`src/design/mlw_pkg.sv`:
```
// ----------------------------------------------------------------------------
// mlw_pkg - shared types and constants of the multi-lifeline watchdog
// Item kinds, result kinds, field widths and the cell control/status structs.
// ----------------------------------------------------------------------------
package mlw_pkg;

  localparam int LINE_COUNT_DEF = 8;

  localparam int KIND_W   = 2;
  localparam int ID_W     = 8;
  localparam int TIME_W   = 32;
  localparam int RKIND_W  = 3;
  localparam int SLOT_W   = 3;
  localparam int MASK_W   = 8;

  typedef enum logic [KIND_W-1:0] {
    KIND_CLEAR = 2'd0,
    KIND_ADD   = 2'd1,
    KIND_FEED  = 2'd2,
    KIND_CHECK = 2'd3
  } item_kind_t;

  typedef enum logic [RKIND_W-1:0] {
    RES_CLEAR   = 3'd0,
    RES_ADD     = 3'd1,
    RES_FEED    = 3'd2,
    RES_EVENT   = 3'd3,
    RES_SUMMARY = 3'd4
  } res_kind_t;

  // broadcast from the controller to every cell
  typedef struct packed {
    logic              clear;
    logic              add;
    logic              feed;
    logic              start;      // check item accepted: sample overdue state
    logic              step;       // scan token moves one cell
    logic              events_en;
    logic [ID_W-1:0]   line_id;
    logic [TIME_W-1:0] max_age_ms;
    logic [TIME_W-1:0] now_ms;
  } cell_op_t;

  // status of one cell back to the controller
  typedef struct packed {
    logic claim;   // lowest free cell
    logic hit;     // feed target, armed
    logic ov;      // overdue at last check
    logic pend;    // new breach at last check: event due
    logic token;   // scan token sits here
  } cell_stat_t;

endpackage

```
`src/design/mlw_in_if.sv`:
```
// ----------------------------------------------------------------------------
// mlw_in_if - input item channel
// Valid/ready channel carrying one watchdog request item.
// ----------------------------------------------------------------------------
interface mlw_in_if;
  import mlw_pkg::*;

  logic              valid;
  logic              ready;
  logic [KIND_W-1:0] kind;
  logic [ID_W-1:0]   line_id;
  logic [TIME_W-1:0] max_age_ms;
  logic [TIME_W-1:0] now_ms;

  modport source (output valid, kind, line_id, max_age_ms, now_ms, input ready);
  modport sink   (input valid, kind, line_id, max_age_ms, now_ms, output ready);
endinterface

```
`src/design/mlw_out_if.sv`:
```
// ----------------------------------------------------------------------------
// mlw_out_if - result item channel
// Valid/ready channel carrying one watchdog result item.
// ----------------------------------------------------------------------------
interface mlw_out_if;
  import mlw_pkg::*;

  logic               valid;
  logic               ready;
  logic [RKIND_W-1:0] result_kind;
  logic [SLOT_W-1:0]  slot;
  logic               ok;
  logic [MASK_W-1:0]  overdue_mask;
  logic               last;

  modport source (output valid, result_kind, slot, ok, overdue_mask, last, input ready);
  modport sink   (input valid, result_kind, slot, ok, overdue_mask, last, output ready);
endinterface

```
`src/design/mlw_cell.sv`:
```
// ----------------------------------------------------------------------------
// mlw_cell - one lifeline
// Holds armed/breach marks, deadline and last feed time; passes the free-slot
// chain and the check scan token to its neighbor.
// ----------------------------------------------------------------------------
module mlw_cell #(
  parameter int INDEX = 0
) (
  input  logic              clk,
  input  logic              rst_n,
  input  mlw_pkg::cell_op_t op,
  input  logic              free_in,
  output logic              free_out,
  input  logic              token_in,
  output mlw_pkg::cell_stat_t stat
);
  import mlw_pkg::*;

  logic              armed_r, armed_nxt;
  logic              breach_r, breach_nxt;
  logic              pend_r, pend_nxt;
  logic              ov_r, ov_nxt;
  logic              token_r, token_nxt;
  logic [TIME_W-1:0] deadline_r, deadline_nxt;
  logic [TIME_W-1:0] last_r, last_nxt;

  logic [TIME_W-1:0] age;
  logic              ov_now;
  logic              claim;
  logic              hit;

  assign age      = op.now_ms - last_r;       // wraps mod 2^32
  assign ov_now   = armed_r && (age > deadline_r);
  assign claim    = !armed_r && !free_in;
  assign hit      = armed_r && (op.line_id == ID_W'(INDEX));
  assign free_out = free_in || !armed_r;

  always_comb begin
    armed_nxt    = armed_r;
    breach_nxt   = breach_r;
    pend_nxt     = pend_r;
    ov_nxt       = ov_r;
    deadline_nxt = deadline_r;
    last_nxt     = last_r;
    token_nxt    = (op.start || op.step) ? token_in : token_r;
    priority if (op.clear) begin
      armed_nxt  = 1'b0;
      breach_nxt = 1'b0;
      pend_nxt   = 1'b0;
      ov_nxt     = 1'b0;
    end else if (op.add && claim) begin
      armed_nxt    = 1'b1;
      breach_nxt   = 1'b0;
      deadline_nxt = op.max_age_ms;
      last_nxt     = op.now_ms;
    end else if (op.feed && hit) begin
      breach_nxt = 1'b0;
      last_nxt   = op.now_ms;
    end else if (op.start) begin
      ov_nxt   = ov_now;
      pend_nxt = ov_now && !breach_r && op.events_en;
      if (ov_now) begin
        breach_nxt = 1'b1;
      end
    end
  end

  always_ff @(posedge clk) begin
    if (!rst_n) begin
      armed_r  <= 1'b0;
      breach_r <= 1'b0;
      pend_r   <= 1'b0;
      ov_r     <= 1'b0;
      token_r  <= 1'b0;
    end else begin
      armed_r  <= armed_nxt;
      breach_r <= breach_nxt;
      pend_r   <= pend_nxt;
      ov_r     <= ov_nxt;
      token_r  <= token_nxt;
    end
  end

  always_ff @(posedge clk) begin
    deadline_r <= deadline_nxt;
    last_r     <= last_nxt;
  end

  assign stat.claim = claim;
  assign stat.hit   = hit;
  assign stat.ov    = ov_r;
  assign stat.pend  = pend_r;
  assign stat.token = token_r;

endmodule

```
`src/design/multi_lifeline_watchdog.sv`:
```
// ----------------------------------------------------------------------------
// multi_lifeline_watchdog - table of watchdog lifelines
// Row of lifeline cells with a small controller and one output register.
// ----------------------------------------------------------------------------
//  channel   dir  handshake        payload
//  in_ch     in   valid/ready      kind, line_id, max_age_ms, now_ms
//  out_ch    out  valid/ready      result_kind, slot, ok, overdue_mask, last
//  cfg_*     in   write enable     breach_events_enabled (1 bit)
//
//  The reply to a clear, add or feed goes to the output
//  register in the accept cycle. A check samples every cell when it is
//  accepted; then the scan token walks the cell row (one breach event per
//  cycle where due); then the summary is sent.
//  rst_n is synchronous, active low; it clears marks and the enable bit.
//  A stalled out_ch freezes the scan; a new item is taken only when idle and
//  the output register is free or being drained.
// ----------------------------------------------------------------------------
module multi_lifeline_watchdog #(
  parameter int LINE_COUNT = mlw_pkg::LINE_COUNT_DEF
) (
  input logic clk,
  input logic rst_n,
  mlw_in_if.sink    in_ch,
  mlw_out_if.source out_ch,
  input logic cfg_wr_en,
  input logic cfg_wr_data
);
  import mlw_pkg::*;

  localparam int EXT_W = (LINE_COUNT > MASK_W) ? LINE_COUNT : MASK_W;

  typedef enum logic [2:0] {
    S_IDLE = 3'b001,
    S_SCAN = 3'b010,
    S_SUM  = 3'b100
  } state_t;

  state_t state_r, state_nxt;
  logic   en_r, en_nxt;

  // output register
  logic               out_valid_r, out_valid_nxt;
  logic [RKIND_W-1:0] out_kind_r, out_kind_nxt;
  logic [SLOT_W-1:0]  out_slot_r, out_slot_nxt;
  logic               out_ok_r, out_ok_nxt;
  logic [MASK_W-1:0]  out_mask_r, out_mask_nxt;
  logic               out_last_r, out_last_nxt;

  logic out_free;
  logic acc;

  cell_op_t   op;
  cell_stat_t stat [LINE_COUNT];
  logic [LINE_COUNT:0]   free_c;
  logic [LINE_COUNT-1:0] tok_in;

  // flattened cell status
  logic [LINE_COUNT-1:0] claim_v, hit_v, ov_v, pend_v, tok_v;
  logic [EXT_W-1:0]      ov_ext;

  logic [SLOT_W-1:0] add_slot;
  logic              add_ok;
  logic              feed_ok;
  logic [SLOT_W-1:0] ev_slot;
  logic              ev_hit;

  assign out_free    = !out_valid_r || out_ch.ready;
  assign in_ch.ready = (state_r == S_IDLE) && out_free;
  assign acc         = in_ch.valid && in_ch.ready;

  // broadcast to the row
  assign op.clear       = acc && (in_ch.kind == KIND_CLEAR);
  assign op.add         = acc && (in_ch.kind == KIND_ADD);
  assign op.feed        = acc && (in_ch.kind == KIND_FEED);
  assign op.start       = acc && (in_ch.kind == KIND_CHECK);
  assign op.step        = (state_r == S_SCAN) && out_free;
  assign op.events_en   = en_r;
  assign op.line_id     = in_ch.line_id;
  assign op.max_age_ms  = in_ch.max_age_ms;
  assign op.now_ms      = in_ch.now_ms;

  // the row of cells: free chain flows up, scan token walks up
  assign free_c[0] = 1'b0;

  for (genvar i = 0; i < LINE_COUNT; i++) begin : g_cell
    if (i == 0) begin : g_head
      assign tok_in[i] = op.start;
    end else begin : g_link
      assign tok_in[i] = stat[i-1].token;
    end

    mlw_cell #(
      .INDEX (i)
    ) u_cell (
      .clk      (clk),
      .rst_n    (rst_n),
      .op       (op),
      .free_in  (free_c[i]),
      .free_out (free_c[i+1]),
      .token_in (tok_in[i]),
      .stat     (stat[i])
    );

    assign claim_v[i] = stat[i].claim;
    assign hit_v[i]   = stat[i].hit;
    assign ov_v[i]    = stat[i].ov;
    assign pend_v[i]  = stat[i].pend;
    assign tok_v[i]   = stat[i].token;
  end

  // free chain ends high when some slot was free
  assign add_ok  = free_c[LINE_COUNT];
  assign feed_ok = |hit_v;
  assign ev_hit  = |(tok_v & pend_v);
  assign ov_ext  = EXT_W'(ov_v);

  // slot numbers are cut to the field width for large tables
  always_comb begin
    add_slot = '0;
    ev_slot  = '0;
    for (int i = 0; i < LINE_COUNT; i++) begin
      if (claim_v[i]) begin
        add_slot = add_slot | SLOT_W'(i);
      end
      if (tok_v[i]) begin
        ev_slot = ev_slot | SLOT_W'(i);
      end
    end
  end

  // controller and output register
  always_comb begin
    state_nxt     = state_r;
    en_nxt        = en_r;
    out_valid_nxt = out_valid_r && !out_ch.ready;
    out_kind_nxt  = out_kind_r;
    out_slot_nxt  = out_slot_r;
    out_ok_nxt    = out_ok_r;
    out_mask_nxt  = out_mask_r;
    out_last_nxt  = out_last_r;

    if (cfg_wr_en) begin
      en_nxt = cfg_wr_data;
    end

    unique case (state_r)
      S_IDLE: begin
        if (acc) begin
          out_slot_nxt = '0;
          out_ok_nxt   = 1'b0;
          out_mask_nxt = '0;
          out_last_nxt = 1'b1;
          unique case (in_ch.kind)
            KIND_CLEAR: begin
              out_valid_nxt = 1'b1;
              out_kind_nxt  = RES_CLEAR;
              en_nxt        = 1'b0;   // clearing forgets the handler
            end
            KIND_ADD: begin
              out_valid_nxt = 1'b1;
              out_kind_nxt  = RES_ADD;
              out_ok_nxt    = add_ok;
              out_slot_nxt  = add_ok ? add_slot : '0;
            end
            KIND_FEED: begin
              out_valid_nxt = 1'b1;
              out_kind_nxt  = RES_FEED;
              out_ok_nxt    = feed_ok;
            end
            KIND_CHECK: begin
              state_nxt = S_SCAN;
            end
            default: begin
              state_nxt = S_IDLE;
            end
          endcase
        end
      end
      S_SCAN: begin
        if (op.step) begin
          if (ev_hit) begin
            out_valid_nxt = 1'b1;
            out_kind_nxt  = RES_EVENT;
            out_slot_nxt  = ev_slot;
            out_ok_nxt    = 1'b0;
            out_mask_nxt  = '0;
            out_last_nxt  = 1'b0;
          end
          if (tok_v[LINE_COUNT-1]) begin
            state_nxt = S_SUM;
          end
        end
      end
      S_SUM: begin
        if (out_free) begin
          out_valid_nxt = 1'b1;
          out_kind_nxt  = RES_SUMMARY;
          out_slot_nxt  = '0;
          out_ok_nxt    = 1'b0;
          out_mask_nxt  = ov_ext[MASK_W-1:0];
          out_last_nxt  = 1'b1;
          state_nxt     = S_IDLE;
        end
      end
      default: begin
        state_nxt = S_IDLE;
      end
    endcase
  end

  always_ff @(posedge clk) begin
    if (!rst_n) begin
      state_r     <= S_IDLE;
      en_r        <= 1'b0;
      out_valid_r <= 1'b0;
    end else begin
      state_r     <= state_nxt;
      en_r        <= en_nxt;
      out_valid_r <= out_valid_nxt;
    end
  end

  always_ff @(posedge clk) begin
    out_kind_r <= out_kind_nxt;
    out_slot_r <= out_slot_nxt;
    out_ok_r   <= out_ok_nxt;
    out_mask_r <= out_mask_nxt;
    out_last_r <= out_last_nxt;
  end

  assign out_ch.valid        = out_valid_r;
  assign out_ch.result_kind  = out_kind_r;
  assign out_ch.slot         = out_slot_r;
  assign out_ch.ok           = out_ok_r;
  assign out_ch.overdue_mask = out_mask_r;
  assign out_ch.last         = out_last_r;

  // at most one cell holds the scan token
  a_token_single: assert property (@(posedge clk) disable iff (!rst_n)
    $onehot0(tok_v))
    else $error("scan token in more than one cell");

  // no token left in the row once idle
  a_token_idle: assert property (@(posedge clk) disable iff (!rst_n)
    (state_r == S_IDLE) |-> (tok_v == '0))
    else $error("scan token alive while idle");

  // token leaving the last cell moves the controller to the summary
  a_scan_end: assert property (@(posedge clk) disable iff (!rst_n)
    (op.step && tok_v[LINE_COUNT-1]) |=> (state_r == S_SUM))
    else $error("scan end missed");

  // only breach events are non-final, and only inside a check
  a_nonlast: assert property (@(posedge clk) disable iff (!rst_n)
    (out_valid_r && !out_last_r) |->
      ((out_kind_r == RES_EVENT) && (state_r != S_IDLE)))
    else $error("non-final result outside a check");

endmodule
```
`src/flat_wrapper.sv`:
```
// flat-port wrapper written by rule: the top's interface ports become plain ports
module multi_lifeline_watchdog_flat import mlw_pkg::*;
#(
  parameter int LINE_COUNT = mlw_pkg::LINE_COUNT_DEF
)
  (clk, rst_n, cfg_wr_en, cfg_wr_data, in_ch_valid, in_ch_kind, in_ch_line_id, in_ch_max_age_ms, in_ch_now_ms, in_ch_ready, out_ch_valid, out_ch_result_kind, out_ch_slot, out_ch_ok, out_ch_overdue_mask, out_ch_last, out_ch_ready);
  mlw_in_if in_ch_i ();
  mlw_out_if out_ch_i ();
  input logic clk;
  input logic rst_n;
  input logic cfg_wr_en;
  input logic cfg_wr_data;
  input wire logic [$bits(in_ch_i.valid)-1:0] in_ch_valid;
  input wire logic [$bits(in_ch_i.kind)-1:0] in_ch_kind;
  input wire logic [$bits(in_ch_i.line_id)-1:0] in_ch_line_id;
  input wire logic [$bits(in_ch_i.max_age_ms)-1:0] in_ch_max_age_ms;
  input wire logic [$bits(in_ch_i.now_ms)-1:0] in_ch_now_ms;
  output wire logic [$bits(in_ch_i.ready)-1:0] in_ch_ready;
  output wire logic [$bits(out_ch_i.valid)-1:0] out_ch_valid;
  output wire logic [$bits(out_ch_i.result_kind)-1:0] out_ch_result_kind;
  output wire logic [$bits(out_ch_i.slot)-1:0] out_ch_slot;
  output wire logic [$bits(out_ch_i.ok)-1:0] out_ch_ok;
  output wire logic [$bits(out_ch_i.overdue_mask)-1:0] out_ch_overdue_mask;
  output wire logic [$bits(out_ch_i.last)-1:0] out_ch_last;
  input wire logic [$bits(out_ch_i.ready)-1:0] out_ch_ready;
  assign in_ch_i.valid = in_ch_valid;
  assign in_ch_i.kind = in_ch_kind;
  assign in_ch_i.line_id = in_ch_line_id;
  assign in_ch_i.max_age_ms = in_ch_max_age_ms;
  assign in_ch_i.now_ms = in_ch_now_ms;
  assign in_ch_ready = in_ch_i.ready;
  assign out_ch_valid = out_ch_i.valid;
  assign out_ch_result_kind = out_ch_i.result_kind;
  assign out_ch_slot = out_ch_i.slot;
  assign out_ch_ok = out_ch_i.ok;
  assign out_ch_overdue_mask = out_ch_i.overdue_mask;
  assign out_ch_last = out_ch_i.last;
  assign out_ch_i.ready = out_ch_ready;
  multi_lifeline_watchdog #(.LINE_COUNT(LINE_COUNT)) u_core (.clk(clk), .rst_n(rst_n), .in_ch(in_ch_i), .out_ch(out_ch_i), .cfg_wr_en(cfg_wr_en), .cfg_wr_data(cfg_wr_data));
endmodule
```
`config.mk`:
```
export PLATFORM = sky130hd
export DESIGN_NAME = multi_lifeline_watchdog_flat
export DESIGN_NICKNAME = d
export VERILOG_FILES = /design/src/design/mlw_pkg.sv /design/src/design/mlw_in_if.sv /design/src/design/mlw_out_if.sv /design/src/design/mlw_cell.sv /design/src/design/multi_lifeline_watchdog.sv /design/src/flat_wrapper.sv
export SDC_FILE = /design/constraint.sdc
export NUM_CORES = 1
export LEC_CHECK = 0
export ABC_AREA = 0
export BUFFER_PORTS_ARGS = -buffer_cell sky130_fd_sc_hd__buf_2
export CORE_AREA = 8 8 260 262
export CTS_CLUSTER_SIZE = 40
export DETAILED_ROUTE_END_ITERATION = 7
export DIE_AREA = 0 0 268 270
export GPL_TIMING_DRIVEN = 0
export PLACE_DENSITY_LB_ADDON = 0.15
export SKIP_CTS_REPAIR_TIMING = 1
export SYNTH_ARGS = -nofsm -noshare
export SYNTH_HDL_FRONTEND = slang
export SYNTH_HIERARCHICAL = 1
export SYNTH_SLANG_ARGS = --single-unit
```
`constraint.sdc`:
```
create_clock -name clk -period 5.21 [get_ports clk]
set_clock_uncertainty 0.15 [all_clocks]
set_input_delay 0 -clock clk [delete_from_list [all_inputs] [get_ports clk]]
set_output_delay 0 -clock clk [all_outputs]
set_load 0.03 [all_outputs]
```
# Yosys cells after proc, flatten, opt, wreduce, memory -nomap -nowiden
# Cells that the tools add are included.
[classes]
addsub = 8
order_cmp = 8
n_eq_ne = 20
n_mux = 73
bitwise_logic = 19
n_reduce_logical = 154
[op_table]
columns = ["cell", "count"]
rows = [
  ["32-bit two-way mux", 16],
  ["32-bit > comparator", 8],
  ["32-bit subtractor", 8],
  ["3-bit two-way mux", 23],
  ["1-bit logical AND", 63],
  ["2-bit AND reduction", 24],
  ["3-bit one-hot mux with 3 select lines", 4],
  ["8-bit by 3-bit == test with 1-bit output, second input constant", 4],
  ["8-bit two-way mux", 4],
  ["4-bit OR reduction", 8],
  ["1-bit logical NOT", 24],
  ["8-bit one-hot mux with 3 select lines", 1],
  ["3-bit AND reduction", 8],
  ["1-bit NOT", 18],
  ["1-bit two-way mux", 17],
  ["8-bit by 2-bit == test with 1-bit output, second input constant", 2],
  ["2-bit nonzero test", 8],
  ["8-bit OR reduction", 2],
  ["5-bit AND reduction", 2],
  ["1-bit logical OR", 9],
  ["1-bit one-hot mux with 3 select lines", 3],
  ["8-bit bitwise AND", 1],
  ["8-bit by 1-bit == test with 1-bit output, second input constant", 1],
  ["8-bit logical NOT", 1],
  ["other kinds (15)", 23],
]
[word_totals]
reg_bits = 573
inputBits = 80
out_inout_bits = 18
wordCells = 346

# Depth between registers and ports, before layout
[depth]
ltp_word = 14
ltp_mapped = 19
ltp_nobuf = 19

# Hierarchy
# The synthesis kept the hierarchy.
[modules_own_cells]
columns = ["mod", "n_inst", "cells_per_inst", "area_each_um2", "seq_area_each_um2"]
rows = [
  ["mlw_cell (u_core.g_cell[1].u_cell ...)", 2, 502, 4992.3, 2021.9],
  ["mlw_cell (u_core.g_cell[5].u_cell)", 1, 484, 4867.2, 2021.9],
  ["mlw_cell (u_core.g_cell[4].u_cell)", 1, 484, 4865.9, 2021.9],
  ["mlw_cell (u_core.g_cell[3].u_cell)", 1, 484, 4862.2, 2021.9],
  ["mlw_cell (u_core.g_cell[6].u_cell)", 1, 480, 4852.2, 2021.9],
  ["mlw_cell (u_core.g_cell[7].u_cell)", 1, 481, 4847.1, 2021.9],
  ["mlw_cell (u_core.g_cell[0].u_cell)", 1, 480, 4828.4, 2021.9],
  ["multi_lifeline_watchdog", 1, 112, 1187.4, 580.6],
]

# Least setup slack after synthesis
# No wires, ideal clock.
[synth_timing]
path_type = "reg-to-reg"
from = "register u_core.g_cell[6].u_cell.last_r[0]"
to = "register u_core.g_cell[6].u_cell.ov_r"
setup_time_ps = 59
arrival_ps = 4118
required_ps = 5001
setup_slack_ps = 883
path_stages_with_launch = 19
path_buffers = 0
synth_period_minus_slack_ps = 4327
path_cell_list = "edfxtp_1 -> ha_1 -> inv_1 -> fa_1 -> a211o_1 -> a31o_1 -> a221o_1 -> a311o_1 -> or3_1 -> a31oi_1 -> xnor2_1 -> ha_1 -> nand4_1 -> or2_2 -> nor3_1 -> o21ai_0 -> a211oi_1 -> a31oi_1 -> nand2_1"
[synth_via]
elab_chain_cells = 3
[synth_rtl]
columns = ["element", "line_no", "source"]
rows = [
  ["start, declared", "mlw_cell.sv:25", "logic [TIME_W-1:0] last_r, last_nxt;"],
  ["start signal, assigned", "mlw_cell.sv:86", "last_r <= last_nxt;"],
  ["32-bit subtractor", "mlw_cell.sv:32", "assign age = op.now_ms - last_r;"],
  ["32-bit > comparator", "mlw_cell.sv:33", "assign ov_now = armed_r && (age > deadline_r);"],
  ["1-bit logical AND", "mlw_cell.sv:33", ""],
  ["end signal, assigned", "mlw_cell.sv:79", "ov_r <= ov_nxt;"],
  ["end, declared", "mlw_cell.sv:22", "logic ov_r, ov_nxt;"],
]
# Every way passes these cells.
# A chain may end at the register's enable or synchronous reset.

# Worst setup path in the final report
[layout_timing]
from = "register u_core.g_cell[6].u_cell.last_r[14]"
to = "register u_core.g_cell[6].u_cell.pend_r"
[layout_via]
elab_chain_cells = 5
[layout_rtl]
columns = ["element", "line_no", "source"]
rows = [
  ["32-bit subtractor", "mlw_cell.sv:32", ""],
  ["32-bit > comparator", "mlw_cell.sv:33", ""],
  ["1-bit logical AND", "mlw_cell.sv:33", ""],
  ["1-bit logical AND (2 in a row)", "mlw_cell.sv:61", "pend_nxt = ov_now && !breach_r && op.events_en;"],
  ["end signal, assigned", "mlw_cell.sv:78", "pend_r <= pend_nxt;"],
  ["end, declared", "mlw_cell.sv:21", "logic pend_r, pend_nxt;"],
]
# Every way passes these cells.

==> metrics.yaml <==
outcome:
  outcome: "complete, no violations"
floorplanning:
  die_w_um: 268
  core_area_um2: 63600
  initial_core_util: 0.633
  die_area_um2: 72400
  fp.dieH_um: 270
  ioPinCount: 98
  row_count: 93
layout:
  nets: 4859
  final_cells: 5170
  utilization: 0.711
  regArea_um2: 16800
  fin_area_um2: 45200
  drive_gt1_frac: 0.0916
  multi_input_area_um2: 21000
  fill_cells: 4878
  final_common_cell: "inv_1"
  final_cell_mix: "inv_1 (575), edfxtp_1 (528), ha_1 (509)"
  area_growth_pct: 12.3
logic_synthesis:
  ys_warn_count: 6
  synthCells: 4008
  syn_area_per_cell_um2: 10.1
  syn_area_um2: 40300
timing:
  slew_violations: 0
  min_period_over_period: 0.977
  worst_slew_pin_slew_ns: 1.32
  finalHoldViolations: 0
  fin_setup_tns_ns: 0
  slew_headroom: 0.120
  fmax_ghz: 0.196
  setup_viol: 0
  period_needed_ns: 5.09
pwr:
  power_mw: 11.6
  powerDensity_nw_per_um2: 257
  p_leak_nw: 20.0
  worst_ir_drop_vdd_mv: 0.273
place:
  io_buffer_count: 97
  dp_hpwl_um: 77500
  dpl_cell_area_um2: 42200
  dp.cells: 4971
  gp_congestion: 0.918
drt:
  wl_per_cell_um: 20.4
  via_per_inst: 6.07
  drt-initial-drc-count: 2651
  routed_wl_um: 106000
  drc: 0
  drt-pass1-iter-count: 8
  antenna_left: 0
  dr_total_vias: 31404
worst_setup_path:
  r2r_setup_slack_ns: 0.12
  arrival_ns: 5.41
  rr_worst_depth: 16
  reg2reg_from: "u_core/g_cell[6].u_cell/last_r[14]$_DFFE_PP_"
  start_kind: "register"
  crit_type: "register to register"
  end_kind: "register"
  crit_fanout: 5
  cp.required_ns: 5.53
  r2r-end: "u_core/g_cell[6].u_cell/pend_r$_SDFFE_PP0P_"
clock_tree:
  cts_buffers: 68
  cts_buffer_depth: 3
  cts_root_buf: "clkbuf_16"
  cts_tree: "yes"
  clk_latency_ns: 0.59
  cts_num_sinks: 573
  htreeDepth: 3
  cts.reportedPaths.clkPinSlew_ns: 0.06
min_path:
  hold_class: "input port to register"
  hold_path_end: "u_core/g_cell[6].u_cell/breach_r$_SDFFE_PP0P_"
  worstHoldStart: "in_ch_line_id[1]"
  holdPathStages: 5
grt:
  grt.total_usage: 0.284
  grt_pass1_wl_um: 163000
  grt_overflow: 0
  grt_pass1_vias: 30505
  grt_start_max_net_pins: 33
  antenna_found_initial: 1
flow_run:
  maxCapViolCount: 0
## area by class of cell
cell class | instances | area share
antenna | 1 | 0.0000553
buffer | 88 | 0.0120
inverter | 577 | 0.0479
tap | 855 | 0.0236
clock buffer | 83 | 0.0407
multi-input combinational | 2771 | 0.465
timing repair buffer | 183 | 0.0320
clock inverter | 39 | 0.00816
sequential | 573 | 0.370
## stage by stage
| stage | setup slack (ns) | hold slack (ns) |
|---|---|---|
| final | 0.118 | 0.0315 |
| after global placement | -0.472 | 0.184 |
| after CTS | -0.477 | -0.430 |
| after global routing | -0.00519 | 0.0481 |
| after detailed placement | -0.529 | 0.183 |
| after floorplan | 0.883 | -0.0511 |
## registers in the layout, summed over array words and instances (netlist names)
signal and flops:
u_core/out_ch.ok 1, u_core/g_cell.u_cell/ov_r 8, u_core/out_ch.slot 3, u_core/g_cell.u_cell/last_r 256
u_core/out_ch.valid 1, u_core/out_ch.last 1, u_core/g_cell.u_cell/deadline_r 256, u_core/en_r 1
u_core/state_r 3, u_core/g_cell.u_cell/armed_r 8, u_core/g_cell.u_cell/token_r 8, u_core/out_ch.result_kind 3
u_core/g_cell.u_cell/pend_r 8, u_core/g_cell.u_cell/breach_r 8, u_core/out_ch.overdue_mask 8
## how the worst max path moves through the flow
stage / slack [ns] / end / cells after the start / from
final: 0.12 / u_core/g_cell[6].u_cell/pend_r$_SDFFE_PP0P_ / 16 / u_core/g_cell[6].u_cell/last_r[14]$_DFFE_PP_
after global routing: -0.005 / u_core/g_cell[6].u_cell/pend_r$_SDFFE_PP0P_ / 18 / in_ch_now_ms[1]
after detailed placement: -0.53 / u_core/g_cell[5].u_cell/pend_r$_SDFFE_PP0P_ / 18 / in_ch_now_ms[0]
after floorplan: 0.88 / u_core/g_cell[6].u_cell/ov_r$_SDFFE_PP0P_ / 18 / u_core/g_cell[6].u_cell/last_r[0]$_DFFE_PP_
after CTS: -0.48 / u_core/g_cell[3].u_cell/pend_r$_SDFFE_PP0P_ / 16 / u_core/g_cell[3].u_cell/last_r[0]$_DFFE_PP_
after global placement: -0.47 / u_core/g_cell[5].u_cell/pend_r$_SDFFE_PP0P_ / 18 / in_ch_now_ms[0]
## critical path: stages (launching register included)
cell	delay, ns
edfxtp_1	0.33
inv_1	0.05
ha_1	0.37
nand2_1	0.10
nor3_1	0.89
o2111ai_1	0.55
and2_1	0.39
o21a_1	0.23
xnor2_1	0.15
ha_1	0.31
nand4_1	0.21
or2_2	0.40
nor3_4	0.30
a21o_1	0.21
nor3b_1	0.08
a32oi_1	0.17
nand2_1	0.07
## report_power, final
| part | switching, mW | internal [mW] | leakage (nW) |
|---|---|---|---|
| Clock | 1.89 | 2.82 | 1.08 |
| Sequential | 0.00734 | 5.04 | 5.13 |
| Combinational | 1.14 | 0.713 | 13.8 |
| Total | 3.04 | 8.57 | 20.0 |
## per-layer routing
metal | global-route usage | share of wire | routed length, µm
met5 | 0 | 0 | 0
met4 | 0.145 | 0.050 | 5270
met3 | 0.0319 | 0.056 | 5870
met2 | 0.471 | 0.47 | 50100
met1 | 0.366 | 0.42 | 44400
No activity file was read; power rests on OpenSTA's default activity.
